$ cat config.mk
export PLATFORM = sky130hd
export DESIGN_NAME = sose_fifo
export DESIGN_NICKNAME = d
export VERILOG_FILES = /design/src/sv/sose_pkg.sv /design/src/sv/sose_fifo.sv
export SDC_FILE = /design/constraint.sdc
export NUM_CORES = 1
export LEC_CHECK = 0
export BUFFER_PORTS_ARGS = -buffer_cell sky130_fd_sc_hd__buf_2
export CAP_MARGIN = 20
export CORE_MARGIN = 2
export CORE_UTILIZATION = 53
export DETAILED_ROUTE_END_ITERATION = 8
export GPL_ROUTABILITY_DRIVEN = 0
export PLACE_DENSITY = 0.9
export SYNTH_ARGS = -nofsm -noshare
export SYNTH_HDL_FRONTEND = slang
export SYNTH_SLANG_ARGS = --single-unit
$ cat constraint.sdc
create_clock -name clk -period 19.8 [get_ports clk]
set_input_delay 0 -clock clk [delete_from_list [all_inputs] [get_ports clk]]
set_output_delay 0 -clock clk [all_outputs]
set_load 0.05 [all_outputs]
$ cat src/sv/sose_pkg.sv
// shared types, constants and tables for the slater orbital shell evaluator
`default_nettype none
package sose_pkg;

  localparam int FRAC_BITS  = 24;
  localparam int EXP_BITS   = 56;
  localparam int COS_BITS   = 30;
  localparam int EXP_SHIFT  = EXP_BITS - FRAC_BITS;
  localparam int NORM_SHIFT = FRAC_BITS - 16;

  localparam int IN_DATA_W  = 264;
  localparam int IN_USED_W  = 259;
  localparam int OUT_DATA_W = 40;

  localparam int Q_DEPTH = 2;
  localparam int Q_PTR_W = $clog2(Q_DEPTH);
  localparam int Q_CNT_W = $clog2(Q_DEPTH + 1);

  localparam logic [63:0] EXP_LIMIT = 64'd64 << FRAC_BITS;
  localparam logic [63:0] EXP_ONE   = 64'd1 << EXP_BITS;
  localparam logic [5:0]  SH_FRAC   = 6'(FRAC_BITS);
  localparam logic [5:0]  SH_EXP    = 6'(EXP_BITS);
  localparam logic [5:0]  SH_RECIP  = 6'd60;
  localparam logic [3:0]  TAYLOR_LAST = 4'd7;
  localparam logic [3:0]  SQUARE_LAST = 4'd11;

  localparam logic [32:0] K_S = 33'd1211587905;
  localparam logic [30:0] K_P = 31'd2098531809;

  localparam logic [1:0] AX_X    = 2'd0;
  localparam logic [1:0] AX_Y    = 2'd1;
  localparam logic [1:0] AX_Z    = 2'd2;
  localparam logic [1:0] AX_NONE = 2'd3;

  typedef enum logic [1:0] {
    ANG_S = 2'd0,
    ANG_P = 2'd1,
    ANG_D = 2'd2,
    ANG_F = 2'd3
  } ang_t;

  typedef struct packed {
    logic [63:0]       radial;
    logic [2:0][30:0]  cosv;
    logic [2:0]        neg;
    logic              zero;
    ang_t              ang;
  } job_t;

  typedef enum logic [3:0] {
    FS_IDLE,
    FS_OFFSET,
    FS_SQUARE,
    FS_SQRT,
    FS_AR,
    FS_TAY_MUL,
    FS_TAY_DIV,
    FS_SQR,
    FS_NORM,
    FS_POW,
    FS_COS,
    FS_PUSH
  } front_state_t;

  typedef enum logic [2:0] {
    BS_IDLE,
    BS_M1,
    BS_M2,
    BS_LO,
    BS_HI,
    BS_FIN
  } back_state_t;

  function automatic logic [3:0] shell_count(ang_t l);
    logic [3:0] c;
    case (l)
      ANG_S:   c = 4'd1;
      ANG_P:   c = 4'd3;
      ANG_D:   c = 4'd6;
      ANG_F:   c = 4'd10;
      default: c = 4'd1;
    endcase
    return c;
  endfunction

  // ceil(2^60 / (c + 1)), exact floor division for taylor terms below 2^57
  function automatic logic [63:0] recip(logic [3:0] c);
    logic [63:0] m;
    case (c)
      4'd0:    m = 64'h1000_0000_0000_0000;
      4'd1:    m = 64'h0800_0000_0000_0000;
      4'd2:    m = 64'h0555_5555_5555_5556;
      4'd3:    m = 64'h0400_0000_0000_0000;
      4'd4:    m = 64'h0333_3333_3333_3334;
      4'd5:    m = 64'h02AA_AAAA_AAAA_AAAB;
      4'd6:    m = 64'h0249_2492_4924_924A;
      4'd7:    m = 64'h0200_0000_0000_0000;
      default: m = 64'h1000_0000_0000_0000;
    endcase
    return m;
  endfunction

  // axes packed as {third, second, first}
  function automatic logic [5:0] shell_axes(ang_t l, logic [3:0] k);
    logic [5:0] a;
    a = {AX_NONE, AX_NONE, AX_NONE};
    case (l)
      ANG_P: begin
        case (k)
          4'd0:    a = {AX_NONE, AX_NONE, AX_X};
          4'd1:    a = {AX_NONE, AX_NONE, AX_Y};
          4'd2:    a = {AX_NONE, AX_NONE, AX_Z};
          default: a = {AX_NONE, AX_NONE, AX_NONE};
        endcase
      end
      ANG_D: begin
        case (k)
          4'd0:    a = {AX_NONE, AX_X, AX_X};
          4'd1:    a = {AX_NONE, AX_Y, AX_X};
          4'd2:    a = {AX_NONE, AX_Z, AX_X};
          4'd3:    a = {AX_NONE, AX_Y, AX_Y};
          4'd4:    a = {AX_NONE, AX_Z, AX_Y};
          4'd5:    a = {AX_NONE, AX_Z, AX_Z};
          default: a = {AX_NONE, AX_NONE, AX_NONE};
        endcase
      end
      ANG_F: begin
        case (k)
          4'd0:    a = {AX_X, AX_X, AX_X};
          4'd1:    a = {AX_Y, AX_X, AX_X};
          4'd2:    a = {AX_Z, AX_X, AX_X};
          4'd3:    a = {AX_Y, AX_Y, AX_X};
          4'd4:    a = {AX_Z, AX_Y, AX_X};
          4'd5:    a = {AX_Z, AX_Z, AX_X};
          4'd6:    a = {AX_Y, AX_Y, AX_Y};
          4'd7:    a = {AX_Z, AX_Y, AX_Y};
          4'd8:    a = {AX_Z, AX_Z, AX_Y};
          4'd9:    a = {AX_Z, AX_Z, AX_Z};
          default: a = {AX_NONE, AX_NONE, AX_NONE};
        endcase
      end
      default: a = {AX_NONE, AX_NONE, AX_NONE};
    endcase
    return a;
  endfunction

endpackage
`default_nettype wire

$ cat src/sv/sose_fifo.sv
// short job queue between the front sequencer and the component emitter
`default_nettype none
module sose_fifo (
  input  logic           clk,
  input  logic           rst_n,
  input  logic           push,
  input  sose_pkg::job_t job_in,
  input  logic           pop,
  output logic           full,
  output logic           empty,
  output sose_pkg::job_t head
);

  sose_pkg::job_t               mem_r [sose_pkg::Q_DEPTH];
  logic [sose_pkg::Q_PTR_W-1:0] wr_ptr_r, rd_ptr_r;
  logic [sose_pkg::Q_CNT_W-1:0] cnt_r;

  assign full  = cnt_r == sose_pkg::Q_CNT_W'(sose_pkg::Q_DEPTH);
  assign empty = cnt_r == '0;
  assign head  = mem_r[rd_ptr_r];

  always_ff @(posedge clk) begin
    if (!rst_n) begin
      wr_ptr_r <= '0;
      rd_ptr_r <= '0;
      cnt_r    <= '0;
    end else begin
      if (push) wr_ptr_r <= wr_ptr_r + 1'b1;
      if (pop)  rd_ptr_r <= rd_ptr_r + 1'b1;
      if (push && !pop) cnt_r <= cnt_r + 1'b1;
      else if (pop && !push) cnt_r <= cnt_r - 1'b1;
    end
  end

  always_ff @(posedge clk) begin
    if (push) mem_r[wr_ptr_r] <= job_in;
  end

endmodule
`default_nettype wire

==> results of run 1 <==
-- cell usage after synthesis, types with 2 or more instances --
master / n
buf_6: 9
edfxtp_1: 326
xor2_1: 2
mux2_2: 93
mux2_4: 70
buf_2: 9
and2_1: 4
nor2b_1: 3
dfxtp_1: 5
-- stage by stage --
step	instances	power, mW
global placement	1133	1.101
detailed placement	1133	1.108
CTS	1359	1.731
floorplan	529	1.049
global route	1361	1.780
finish	1361	1.728
-- layout by cell type, fill, tap and decap left out, types with 2 or more instances in the layout --
cell,count
clkinv_2,5
clkbuf_16,37
nor2b_1,2
xor2_1,2
clkbuf_1,7
dfxtp_1,4
mux2_2,93
edfxtp_1,326
dlygate4sd3_1,166
clkinv_1,8
buf_2,331
and2_1,3
buf_4,6
mux2_4,70
-- logic make-up (layout without fill, tap and decap cells) --
kind of cell,Yosys count,in the layout,share of synthesized area
AO/OA/AOI/OAI,3,3,0.001634
buffers and inverters,19,565,0.01226
multiplexers,163,163,0.1713
adder cells (fa/ha/maj),1,1,0.001021
AND/OR/NAND/NOR,9,9,0.004392
XOR/XNOR,3,3,0.002145
other,0,1,0
flip-flops,331,331,0.8073
-- timing repair --
action	in CTS	in global routing
endpoints found under the setup margin	0	0
hold buffers	166	0
hold endpoints to repair	333	0
-- flip-flops by register name, summed over array words and instances, names as in the netlist, named ones only --
register	cells
cnt_r	2
rd_ptr_r	1
wr_ptr_r	1
mem_r	326
-- final timing paths --
check / endpoint / slack [ns] / depth (start not counted)
worst max-delay path: head[56] / 17.17 / 3
worst min-delay path: mem_r[1][127] / 0.24 / 2
worst max register to register: mem_r[1][54] / 17.72 / 2
worst min register to register: cnt_r[1] / 0.60 / 2
-- critical path, delay by kind of cell (launching register included) --
kind,cells,cell delay (ns)
buffers and inverters,2,0.97
DFF,1,0.64
muxes,1,0.43
-- routing by layer --
| layer | vias up | global-route usage | share of wire |
|---|---|---|---|
| li1 | 3160 | - | - |
| met1 | 3441 | 0.2428 | 0.35 |
| met2 | 345 | 0.4210 | 0.55 |
| met3 | 59 | 0.05250 | 0.070 |
| met4 | 0 | 0.07558 | 0.031 |
| met5 | - | 0 | 0 |
-- power by group through the flow --
stage / logic, mW / registers, mW / clock network (mW)
final: 0.301 / 0.824 / 0.603
after detailed placement: 0.270 / 0.838 / 0
after global routing: 0.313 / 0.826 / 0.641
after CTS: 0.298 / 0.823 / 0.609
after global placement: 0.266 / 0.835 / 0
after floorplan: 0.210 / 0.838 / 0
-- layout make-up --
type                    count  area [um2]  share of cell area
flip-flops and latches    331        9893              0.5847
diodes                      1       2.502           0.0001479
clock inverters            16       101.3            0.005989
clock buffers              44       952.2             0.05627
repair buffers            504        3391              0.2004
well taps                 285       356.6             0.02107
inverters                   1       3.754           0.0002218
multi-input cells         179        2221              0.1312
==> flow_metrics.env, run 1 <==
export IMPL_status="completed"
export IMPL_synth_edf_count=326
export IMPL_drive_above_1_share=0.5107
export IMPL_finalSetupViolations=0
export IMPL_grt_pass1_wl_um=41120
export IMPL_finClkSkew_ns=0.008043
export IMPL_die_area_um2=24350
export IMPL_rows=55
export IMPL_fill_cells=1193
export IMPL_first_pass_iters=4
export IMPL_p_switching_mw=0.4613
export IMPL_fin_util=0.7474
export IMPL_vias_per_cell=5.147
export IMPL_cts_reportedPaths_clkPinSlew_ns=0.07
export IMPL_netlist_area_leader_share=0.7991
export IMPL_max_cap_viol_count=0
export IMPL_place_detailed_hpwl_um=15700
export IMPL_grt_max_degree=78
export IMPL_syn_instance_count=529
export IMPL_placed_area_um2=14180
export IMPL_synth_area_um2=12250
export IMPL_grt_pass1_vias=7709
export IMPL_post_route_min_period_ns=2.629
export IMPL_h_tree_depth=2
export IMPL_setup_slack_ns=17.17
export IMPL_hold_path_class="input port to register"
export IMPL_syn_avg_cell_area_um2=23.16
export IMPL_critPathRequiredTime_ns=19.80
export IMPL_nNetsFinal=1219
export IMPL_max_freq_mhz=380.3
export IMPL_internal_power_mw=1.267
export IMPL_crit_type="register to output pin"
export IMPL_worstHoldStart="job_in[127]"
export IMPL_cts_sinks=331
export IMPL_power_frac_seq=0.477
export IMPL_grt_antenna_before_repair=1
export IMPL_core_area_um2=22640
export IMPL_min_period_over_period=0.1328
export IMPL_rsz0062_at_grt="false"
export IMPL_finalSetupTns_ns=0
export IMPL_async_flop_share=0
export IMPL_cts_buffer_depth=3
export IMPL_ioPinCount=332
export IMPL_power_frac_clock=0.349
export IMPL_start_util=0.5411
export IMPL_worstMarginPinSlew_ns=1.031
export IMPL_critPathMaxStageDelay_ns=0.76
export IMPL_grt_overflow=0
export IMPL_yosysWarnings=0
export IMPL_synth_area_leader_cell="edfxtp_1"
export IMPL_path_max_fanout=64
export IMPL_clockRootBuffer="clkbuf_16"
export IMPL_numCtsBuffers=34
export IMPL_portBuffers=331
export IMPL_holdWs_ns=0.2366
export IMPL_pwr_density_cell_nw_per_um2=102.1
export IMPL_worst_ep_arrival_time_ns=2.63
export IMPL_tritoncts="built"
export IMPL_grt_use_total=0.2219
export IMPL_hold_viol=0
export IMPL_final_area_um2=16920
export IMPL_r2r_start="wr_ptr_r"
export IMPL_die_w_um=156.0
export IMPL_drv_slew=0
export IMPL_area_growth_pct=38.13
export IMPL_ant_nets=0
export IMPL_clock_latency_ns=0.49
export IMPL_post_cts_buffers=0
export IMPL_cpMaxStageDelayCell="buf_4"
export IMPL_combPwrFrac=0.174
export IMPL_ys_flop_type="edfxtp_1"
export IMPL_post_cts_resized=0
export IMPL_drt_wl_total_um=27950
export IMPL_synthTopCellsByArea="edfxtp_1 80%, mux2_4 8.6%, mux2_2 8.5%"
export IMPL_dieHeight_um=156.0
export IMPL_vias=7005
export IMPL_worst_setup_path_end_kind="output pin"
export IMPL_leakage_nw=6.588
export IMPL_ir_worst_vdd_uv=99.80
export IMPL_drt_iter0_drc=397
export IMPL_drc=0
export IMPL_path_cells="buf_4, mux2_2, buf_2"
export IMPL_synth_seq_cells=331
export IMPL_wl_per_cell_um=20.54
export IMPL_dp_slack_ns=17.51
export IMPL_yosysSeqAreaShare=0.8073
export IMPL_syn_num_nets=697
export IMPL_critPathLaunchType="register"
export IMPL_swShare=0.2669
export IMPL_slew_headroom=0.3128
export IMPL_synth_cell_types=17
No activity file was read; power rests on OpenSTA's default activity.
==> run 2: changes to the inputs <==
--- a/config.mk
+++ b/config.mk
@@ -8,10 +8,10 @@
 export BUFFER_PORTS_ARGS = -buffer_cell sky130_fd_sc_hd__buf_2
 export CAP_MARGIN = 20
 export CORE_MARGIN = 2
-export CORE_UTILIZATION = 53
+export CORE_UTILIZATION = 52
 export DETAILED_ROUTE_END_ITERATION = 8
 export GPL_ROUTABILITY_DRIVEN = 0
-export PLACE_DENSITY = 0.9
+export PLACE_DENSITY = 0.88
 export SYNTH_ARGS = -nofsm -noshare
 export SYNTH_HDL_FRONTEND = slang
 export SYNTH_SLANG_ARGS = --single-unit
==> constraint.sdc (replaced) <==
create_clock -name clk -period 2.6 [get_ports clk]
set_input_delay 0 -clock clk [delete_from_list [all_inputs] [get_ports clk]]
set_output_delay 0 -clock clk [all_outputs]
set_load 0.05 [all_outputs]
==> run 2 against run 1 <==
Compared with the run above:
- sequential share of layout area about the same
- first-iteration DRC count increased by 12%
- design area unchanged
- setup slack got worse by 17 ns
- total power increased to 7.4 times the previous value
- clock skew decreased by 0.00050 ns
- via count increased by 0.87%
- clock power increased to 6.9 times the previous value
- critical path type unchanged
- largest cell class unchanged
==> flow_metrics.env, run 2 (synthesis gave the netlist of run 1 again) <==
export IMPL_wl_per_cell_um=20.78
export IMPL_min_to="mem_r[1][113]"
export IMPL_drc=0
export IMPL_grt_antenna_before_repair=1
export IMPL_max_cap_viol_count=0
export IMPL_numCtsBuffers=31
export IMPL_swShare=0.2722
export IMPL_clock_latency_ns=0.55
export IMPL_area_growth_pct=38.13
export IMPL_grt_pass1_wl_um=42060
export IMPL_ioPinCount=332
export IMPL_drive_above_1_share=0.5084
export IMPL_cpMaxStageDelayCell="dfxtp_4"
export IMPL_h_tree_depth=1
export IMPL_power_frac_clock=0.326
export IMPL_critPathRequiredTime_ns=2.60
export IMPL_worstHoldStart="job_in[113]"
export IMPL_ir_worst_vdd_uv=687.9
export IMPL_cts_sinks=331
export IMPL_vias_per_cell=5.065
export IMPL_leakage_nw=6.556
export IMPL_largest_register_ff_count=326
export IMPL_largest_register="mem_r"
export IMPL_cts_reportedPaths_clkPinSlew_ns=0.07
export IMPL_finClkSkew_ns=0.007542
export IMPL_crit_type="register to output pin"
export IMPL_internal_power_mw=9.284
export IMPL_ant_nets=0
export IMPL_path_cells="buf_12, mux2_2, buf_2"
export IMPL_tritoncts="built"
export IMPL_worstMarginPinSlew_ns=0.5136
export IMPL_nNetsFinal=1220
export IMPL_grt_use_total=0.2260
export IMPL_clockRootBuffer="clkbuf_16"
export IMPL_worst_ep_arrival_time_ns=2.22
export IMPL_rsz0062_at_grt="false"
export IMPL_critPathLaunchType="register"
export IMPL_power_frac_seq=0.492
export IMPL_cts_buffer_depth=3
export IMPL_critPathMaxStageDelay_ns=0.66
export IMPL_first_pass_iters=4
export IMPL_grt_max_degree=88
export IMPL_drt_wl_total_um=28990
export IMPL_vias=7066
export IMPL_max_freq_mhz=450.0
export IMPL_final_cell_mix="331 x buf_2, 326 x edfxtp_1, 167 x dlygate4sd3_1"
export IMPL_slew_headroom=0.6576
export IMPL_top_regs="mem_r (326), cnt_r (2)"
export IMPL_worst_setup_path_end_kind="output pin"
export IMPL_portBuffers=331
export IMPL_r2r_slack_ns=0.97
export IMPL_hold_path_class="input port to register"
export IMPL_min_period_over_period=0.8548
export IMPL_finalSetupTns_ns=0
export IMPL_grt_pass1_vias=7746
export IMPL_grt_overflow=0
export IMPL_r2r_start="wr_ptr_r"
export IMPL_post_cts_resized=0
export IMPL_hold_viol=0
export IMPL_drt_iter0_drc=445
export IMPL_pwr_density_cell_nw_per_um2=753.9
export IMPL_dieHeight_um=157.5
export IMPL_diodes=0
export IMPL_reg2reg_to="wr_ptr_r"
export IMPL_path_max_fanout=48
export IMPL_die_area_um2=24800
export IMPL_rows=56
export IMPL_rr_worst_depth=4
export IMPL_place_detailed_hpwl_um=15590
export IMPL_die_w_um=157.5
export IMPL_p_switching_mw=3.473
export IMPL_mostFrequentLayoutCell="buf_2"
export IMPL_drv_slew=0
export IMPL_cpLargestDelayFamily="flip-flops"
export IMPL_combPwrFrac=0.182
export IMPL_finalSetupViolations=0
export IMPL_total_power_mw=12.76
export IMPL_core_area_um2=23330
export IMPL_hold_depth=2
export IMPL_critPathBufInv=2
export IMPL_status="completed"
export IMPL_post_route_min_period_ns=2.222
export IMPL_start_util=0.5250
==> run 2: changes by cell type in the layout (fill, tap and decap cells not counted), moves of 2 or more <==
cell | before | now
buf_12 | 0 | 6
clkinv_2 | 5 | 2
clkbuf_8 | 0 | 4
buf_4 | 6 | 4
clkbuf_16 | 37 | 31
clkbuf_1 | 7 | 12
clkinv_1 | 8 | 6
==> run 2: worst register-to-register path, delay by kind of cell (launching register included) <==
| family | cells | cell delay (ns) |
|---|---|---|
| buf+inv | 2 | 0.89 |
| flops | 1 | 0.34 |
| compound gates | 1 | 0.19 |
| simple gates | 1 | 0.17 |
==> run 2: layer usage <==
| layer | GRT usage | up-vias | part of all wire |
|---|---|---|---|
| li1 | - | 3153 | - |
| met1 | 0.2349 | 3477 | 0.34 |
| met2 | 0.4342 | 359 | 0.55 |
| met3 | 0.06222 | 75 | 0.080 |
| met4 | 0.07749 | 2 | 0.028 |
| met5 | 0 | - | 0.00045 |
==> run 2: area by class of cell <==
class / instances / area, um2
timing repair buffer: 508 / 3478
tap: 319 / 399.1
fill: 1309 / 6411
inverter: 1 / 3.754
clock buffer: 47 / 875.8
multi-input combinational: 179 / 2221
clock inverter: 10 / 48.80
sequential: 331 / 9894
==> run 2: worst max path at each step <==
stage	start	endpoint	cells after the start
floorplan	wr_ptr_r	mem_r[0][0]	1
global placement	register	head[147]	3
detailed placement	register	head[142]	3
CTS	register	head[142]	3
global route	register	head[147]	3
finish	register	head[29]	3
==> run 2: through the flow <==
| step | area (um2) | setup slack (ns) | hold WS (ns) | util | instances |
|---|---|---|---|---|---|
| after floorplan | 12260 | -0.5628 | 0.09887 | - | 529 |
| after global placement | 14330 | 0.9618 | 0.1873 | 0.6140 | 1171 |
| after detailed placement | 14330 | 0.9553 | 0.1911 | 0.6140 | 1171 |
| after CTS | 16920 | 0.3561 | 0.1464 | 0.7252 | 1395 |
| after global routing | 16920 | 0.2817 | 0.1574 | 0.7252 | 1395 |
| final | 16920 | 0.3776 | 0.1768 | 0.7252 | 1395 |
==> run 2: power by group through the flow <==
stage / combinational (mW) / sequential [mW] / clock (mW)
after floorplan: 1.60 / 6.35 / 0
after global placement: 2.05 / 6.35 / 0
after detailed placement: 2.08 / 6.37 / 0
after CTS: 2.30 / 6.27 / 4.16
after global routing: 2.42 / 6.30 / 4.42
final: 2.32 / 6.28 / 4.16
==> run 2: timing repair <==
action,CTS,global route
buffers inserted,0,0
hold buffers,167,0
endpoints found under the hold margin,331,0
==> run 3: changes to the inputs <==
--- a/config.mk
+++ b/config.mk
@@ -5,6 +5,7 @@
 export SDC_FILE = /design/constraint.sdc
 export NUM_CORES = 1
 export LEC_CHECK = 0
+export ABC_AREA = 1
 export BUFFER_PORTS_ARGS = -buffer_cell sky130_fd_sc_hd__buf_2
 export CAP_MARGIN = 20
 export CORE_MARGIN = 2
==> run 3 against run 2 <==
Compared with the run above:
- non-clock buffer count increased by 5
- wire length decreased by 2.0%
- core utilization grew 0.39 points
- sequential share of layout area fell by 0.31 points
- first-iteration DRC count down 5.2%
- sequential cell count unchanged
- clock-buffer cell count fell by 10
- synthesized cell count increased by 2.5%
- global-route usage shrank 0.47 points
- critical endpoint is now head[142]
==> flow_metrics.env, run 3 <==
export IMPL_syn_avg_cell_area_um2=22.62
export IMPL_ioPinCount=332
export IMPL_mostFrequentLayoutCell="buf_2"
export IMPL_final_cell_mix="331 x buf_2, 326 x edfxtp_1, 169 x dlygate4sd3_1"
export IMPL_clock_latency_ns=0.55
export IMPL_ant_nets=0
export IMPL_leakage_nw=6.628
export IMPL_slew_headroom=0.5748
export IMPL_die_area_um2=24830
export IMPL_synth_common_cells="326 x edfxtp_1, 93 x mux2_2, 70 x mux2_4"
export IMPL_syn_num_nets=710
export IMPL_netlist_area_leader_share=0.7984
export IMPL_min_period_over_period=0.8392
export IMPL_max_cap_viol_count=0
export IMPL_dieHeight_um=157.6
export IMPL_drv_slew=0
export IMPL_worstMarginPinSlew_ns=0.6363
export IMPL_cts_reportedPaths_clkPinSlew_ns=0.06
export IMPL_path_max_fanout=46
export IMPL_dp_slack_ns=0.9927
export IMPL_yosysSeqAreaShare=0.8065
export IMPL_synth_seq_cells=331
export IMPL_largest_register_ff_count=326
export IMPL_finClkSkew_ns=0.008437
export IMPL_synth_cell_types=14
export IMPL_top_regs="mem_r (326), cnt_r (2)"
export IMPL_final_cells=1413
export IMPL_rsz0062_at_grt="false"
export IMPL_max_freq_mhz=458.3
export IMPL_tritoncts="built"
export IMPL_portBuffers=331
export IMPL_worst_setup_path_end_kind="output pin"
export IMPL_synth_edf_count=326
export IMPL_die_w_um=157.6
export IMPL_post_synth_top_count_cell="edfxtp_1"
export IMPL_hold_path_class="input port to register"
export IMPL_first_pass_iters=4
export IMPL_post_cts_resized=0
export IMPL_area_growth_pct=38.75
export IMPL_critPathLaunchType="register"
export IMPL_hold_viol=0
export IMPL_worst_ep_arrival_time_ns=2.18
export IMPL_vias_per_cell=4.988
export IMPL_drt_iter0_drc=422
export IMPL_critPathRequiredTime_ns=2.60
export IMPL_setup_slack_ns=0.4180
export IMPL_core_area_um2=23330
export IMPL_pwr_density_cell_nw_per_um2=740.8
export IMPL_synthTopCellsByArea="edfxtp_1 80%, mux2_4 8.6%, mux2_2 8.5%"
export IMPL_synth_area_leader_cell="edfxtp_1"
export IMPL_grt_max_degree=100
export IMPL_grt_overflow=0
export IMPL_start_util=0.5255
export IMPL_async_flop_share=0
export IMPL_vias=7048
export IMPL_total_power_mw=12.60
export IMPL_crit_type="register to output pin"
export IMPL_h_tree_depth=1
export IMPL_status="completed"
export IMPL_placed_cells=1187
export IMPL_syn_instance_count=542
export IMPL_drive_above_1_share=0.5078
export IMPL_place_detailed_hpwl_um=16270
export IMPL_largest_register="mem_r"
export IMPL_wl_per_cell_um=20.10
export IMPL_finalSetupTns_ns=0
export IMPL_grt_pass1_wl_um=41430
export IMPL_ir_worst_vdd_uv=617.8
export IMPL_drt_wl_total_um=28400
export IMPL_post_route_min_period_ns=2.182
export IMPL_ys_flop_type="edfxtp_1"
export IMPL_numCtsBuffers=31
export IMPL_clockRootBuffer="clkbuf_16"
export IMPL_drc=0
export IMPL_finalSetupViolations=0
export IMPL_grt_use_total=0.2214
export IMPL_rows=56
export IMPL_cts_buffer_depth=3
export IMPL_nNetsFinal=1238
export IMPL_yosysWarnings=0
export IMPL_cts_sinks=331
export IMPL_synth_area_um2=12260
export IMPL_grt_pass1_vias=7670
export IMPL_grt_antenna_before_repair=2
==> run 3: changes by cell type in the layout (fill, tap and decap cells not counted), sizes merged, moves of 4 or more <==
cell    change
nand2       +8
inv         +6
clkbuf     -10
and2        -4
nor2        +8
clkinv      +6
==> run 3: cells by family after synthesis <==
group                    Yosys count  synth area share
AO/OA/AOI/OAI                      2         0.0008155
adder cells (fa/ha/maj)            1          0.001020
buffers and inverters             26           0.01439
flip-flops                       331            0.8065
multiplexers                     163            0.1711
AND/OR/NAND/NOR                   19          0.006122
==> run 3: repair_timing <==
item	CTS	global route
hold buffers	169	0
hold endpoints to repair	341	0
buffers inserted	0	0
==> run 3: final cells by class <==
class                   count  area, um2
flip-flops and latches    331       9894
fillers                  1296       6320
repair buffers            513       3533
multi-input cells         185       2206
clock buffers              37      798.3
well taps                 319      399.1
clock inverters            19      145.1
inverters                   8      33.78
diodes                      1      2.502
==> run 3: stage by stage <==
stage	area (um2)	hold slack [ns]	utilization
2_1_floorplan	12280	0.09887	-
3_3_place_gp	14380	0.1870	0.6161
3_5_place_dp	14380	0.1912	0.6161
4_1_cts	17010	0.1354	0.7290
5_1_grt	17010	0.1519	0.7291
6_report	17010	0.1719	0.7291
==> run 3: routing by layer <==
layer	vias up	share of wire	global-route usage	wire [um]
li1	3197	-	-	-
met1	3463	0.35	0.2376	9871
met2	317	0.54	0.4148	15400
met3	69	0.080	0.06140	2260
met4	2	0.030	0.07965	858
met5	-	0.00056	0	16
==> run 3: where the power goes <==
part | total, mW | switching [mW] | internal, mW
Sequential | 6.27 | 0.0927 | 6.18
Clock | 4.23 | 1.85 | 2.37
Combinational | 2.10 | 1.37 | 0.734
Total | 12.6 | 3.31 | 9.29
==> run 3: worst max-delay path, cell delays in order, from the launching register on <==
cell     delay, ns
dfxtp_4       0.61
buf_12        0.33
mux2_2        0.40
buf_2         0.22
==> run 3: final timing paths <==
check              start  cells after the start  slack (ns)             to
min          job_in[106]                      2        0.17  mem_r[0][106]
max reg2reg     wr_ptr_r                      5        0.86       wr_ptr_r
max             register                      3        0.42      head[142]
min reg2reg     rd_ptr_r                      3        0.54       rd_ptr_r
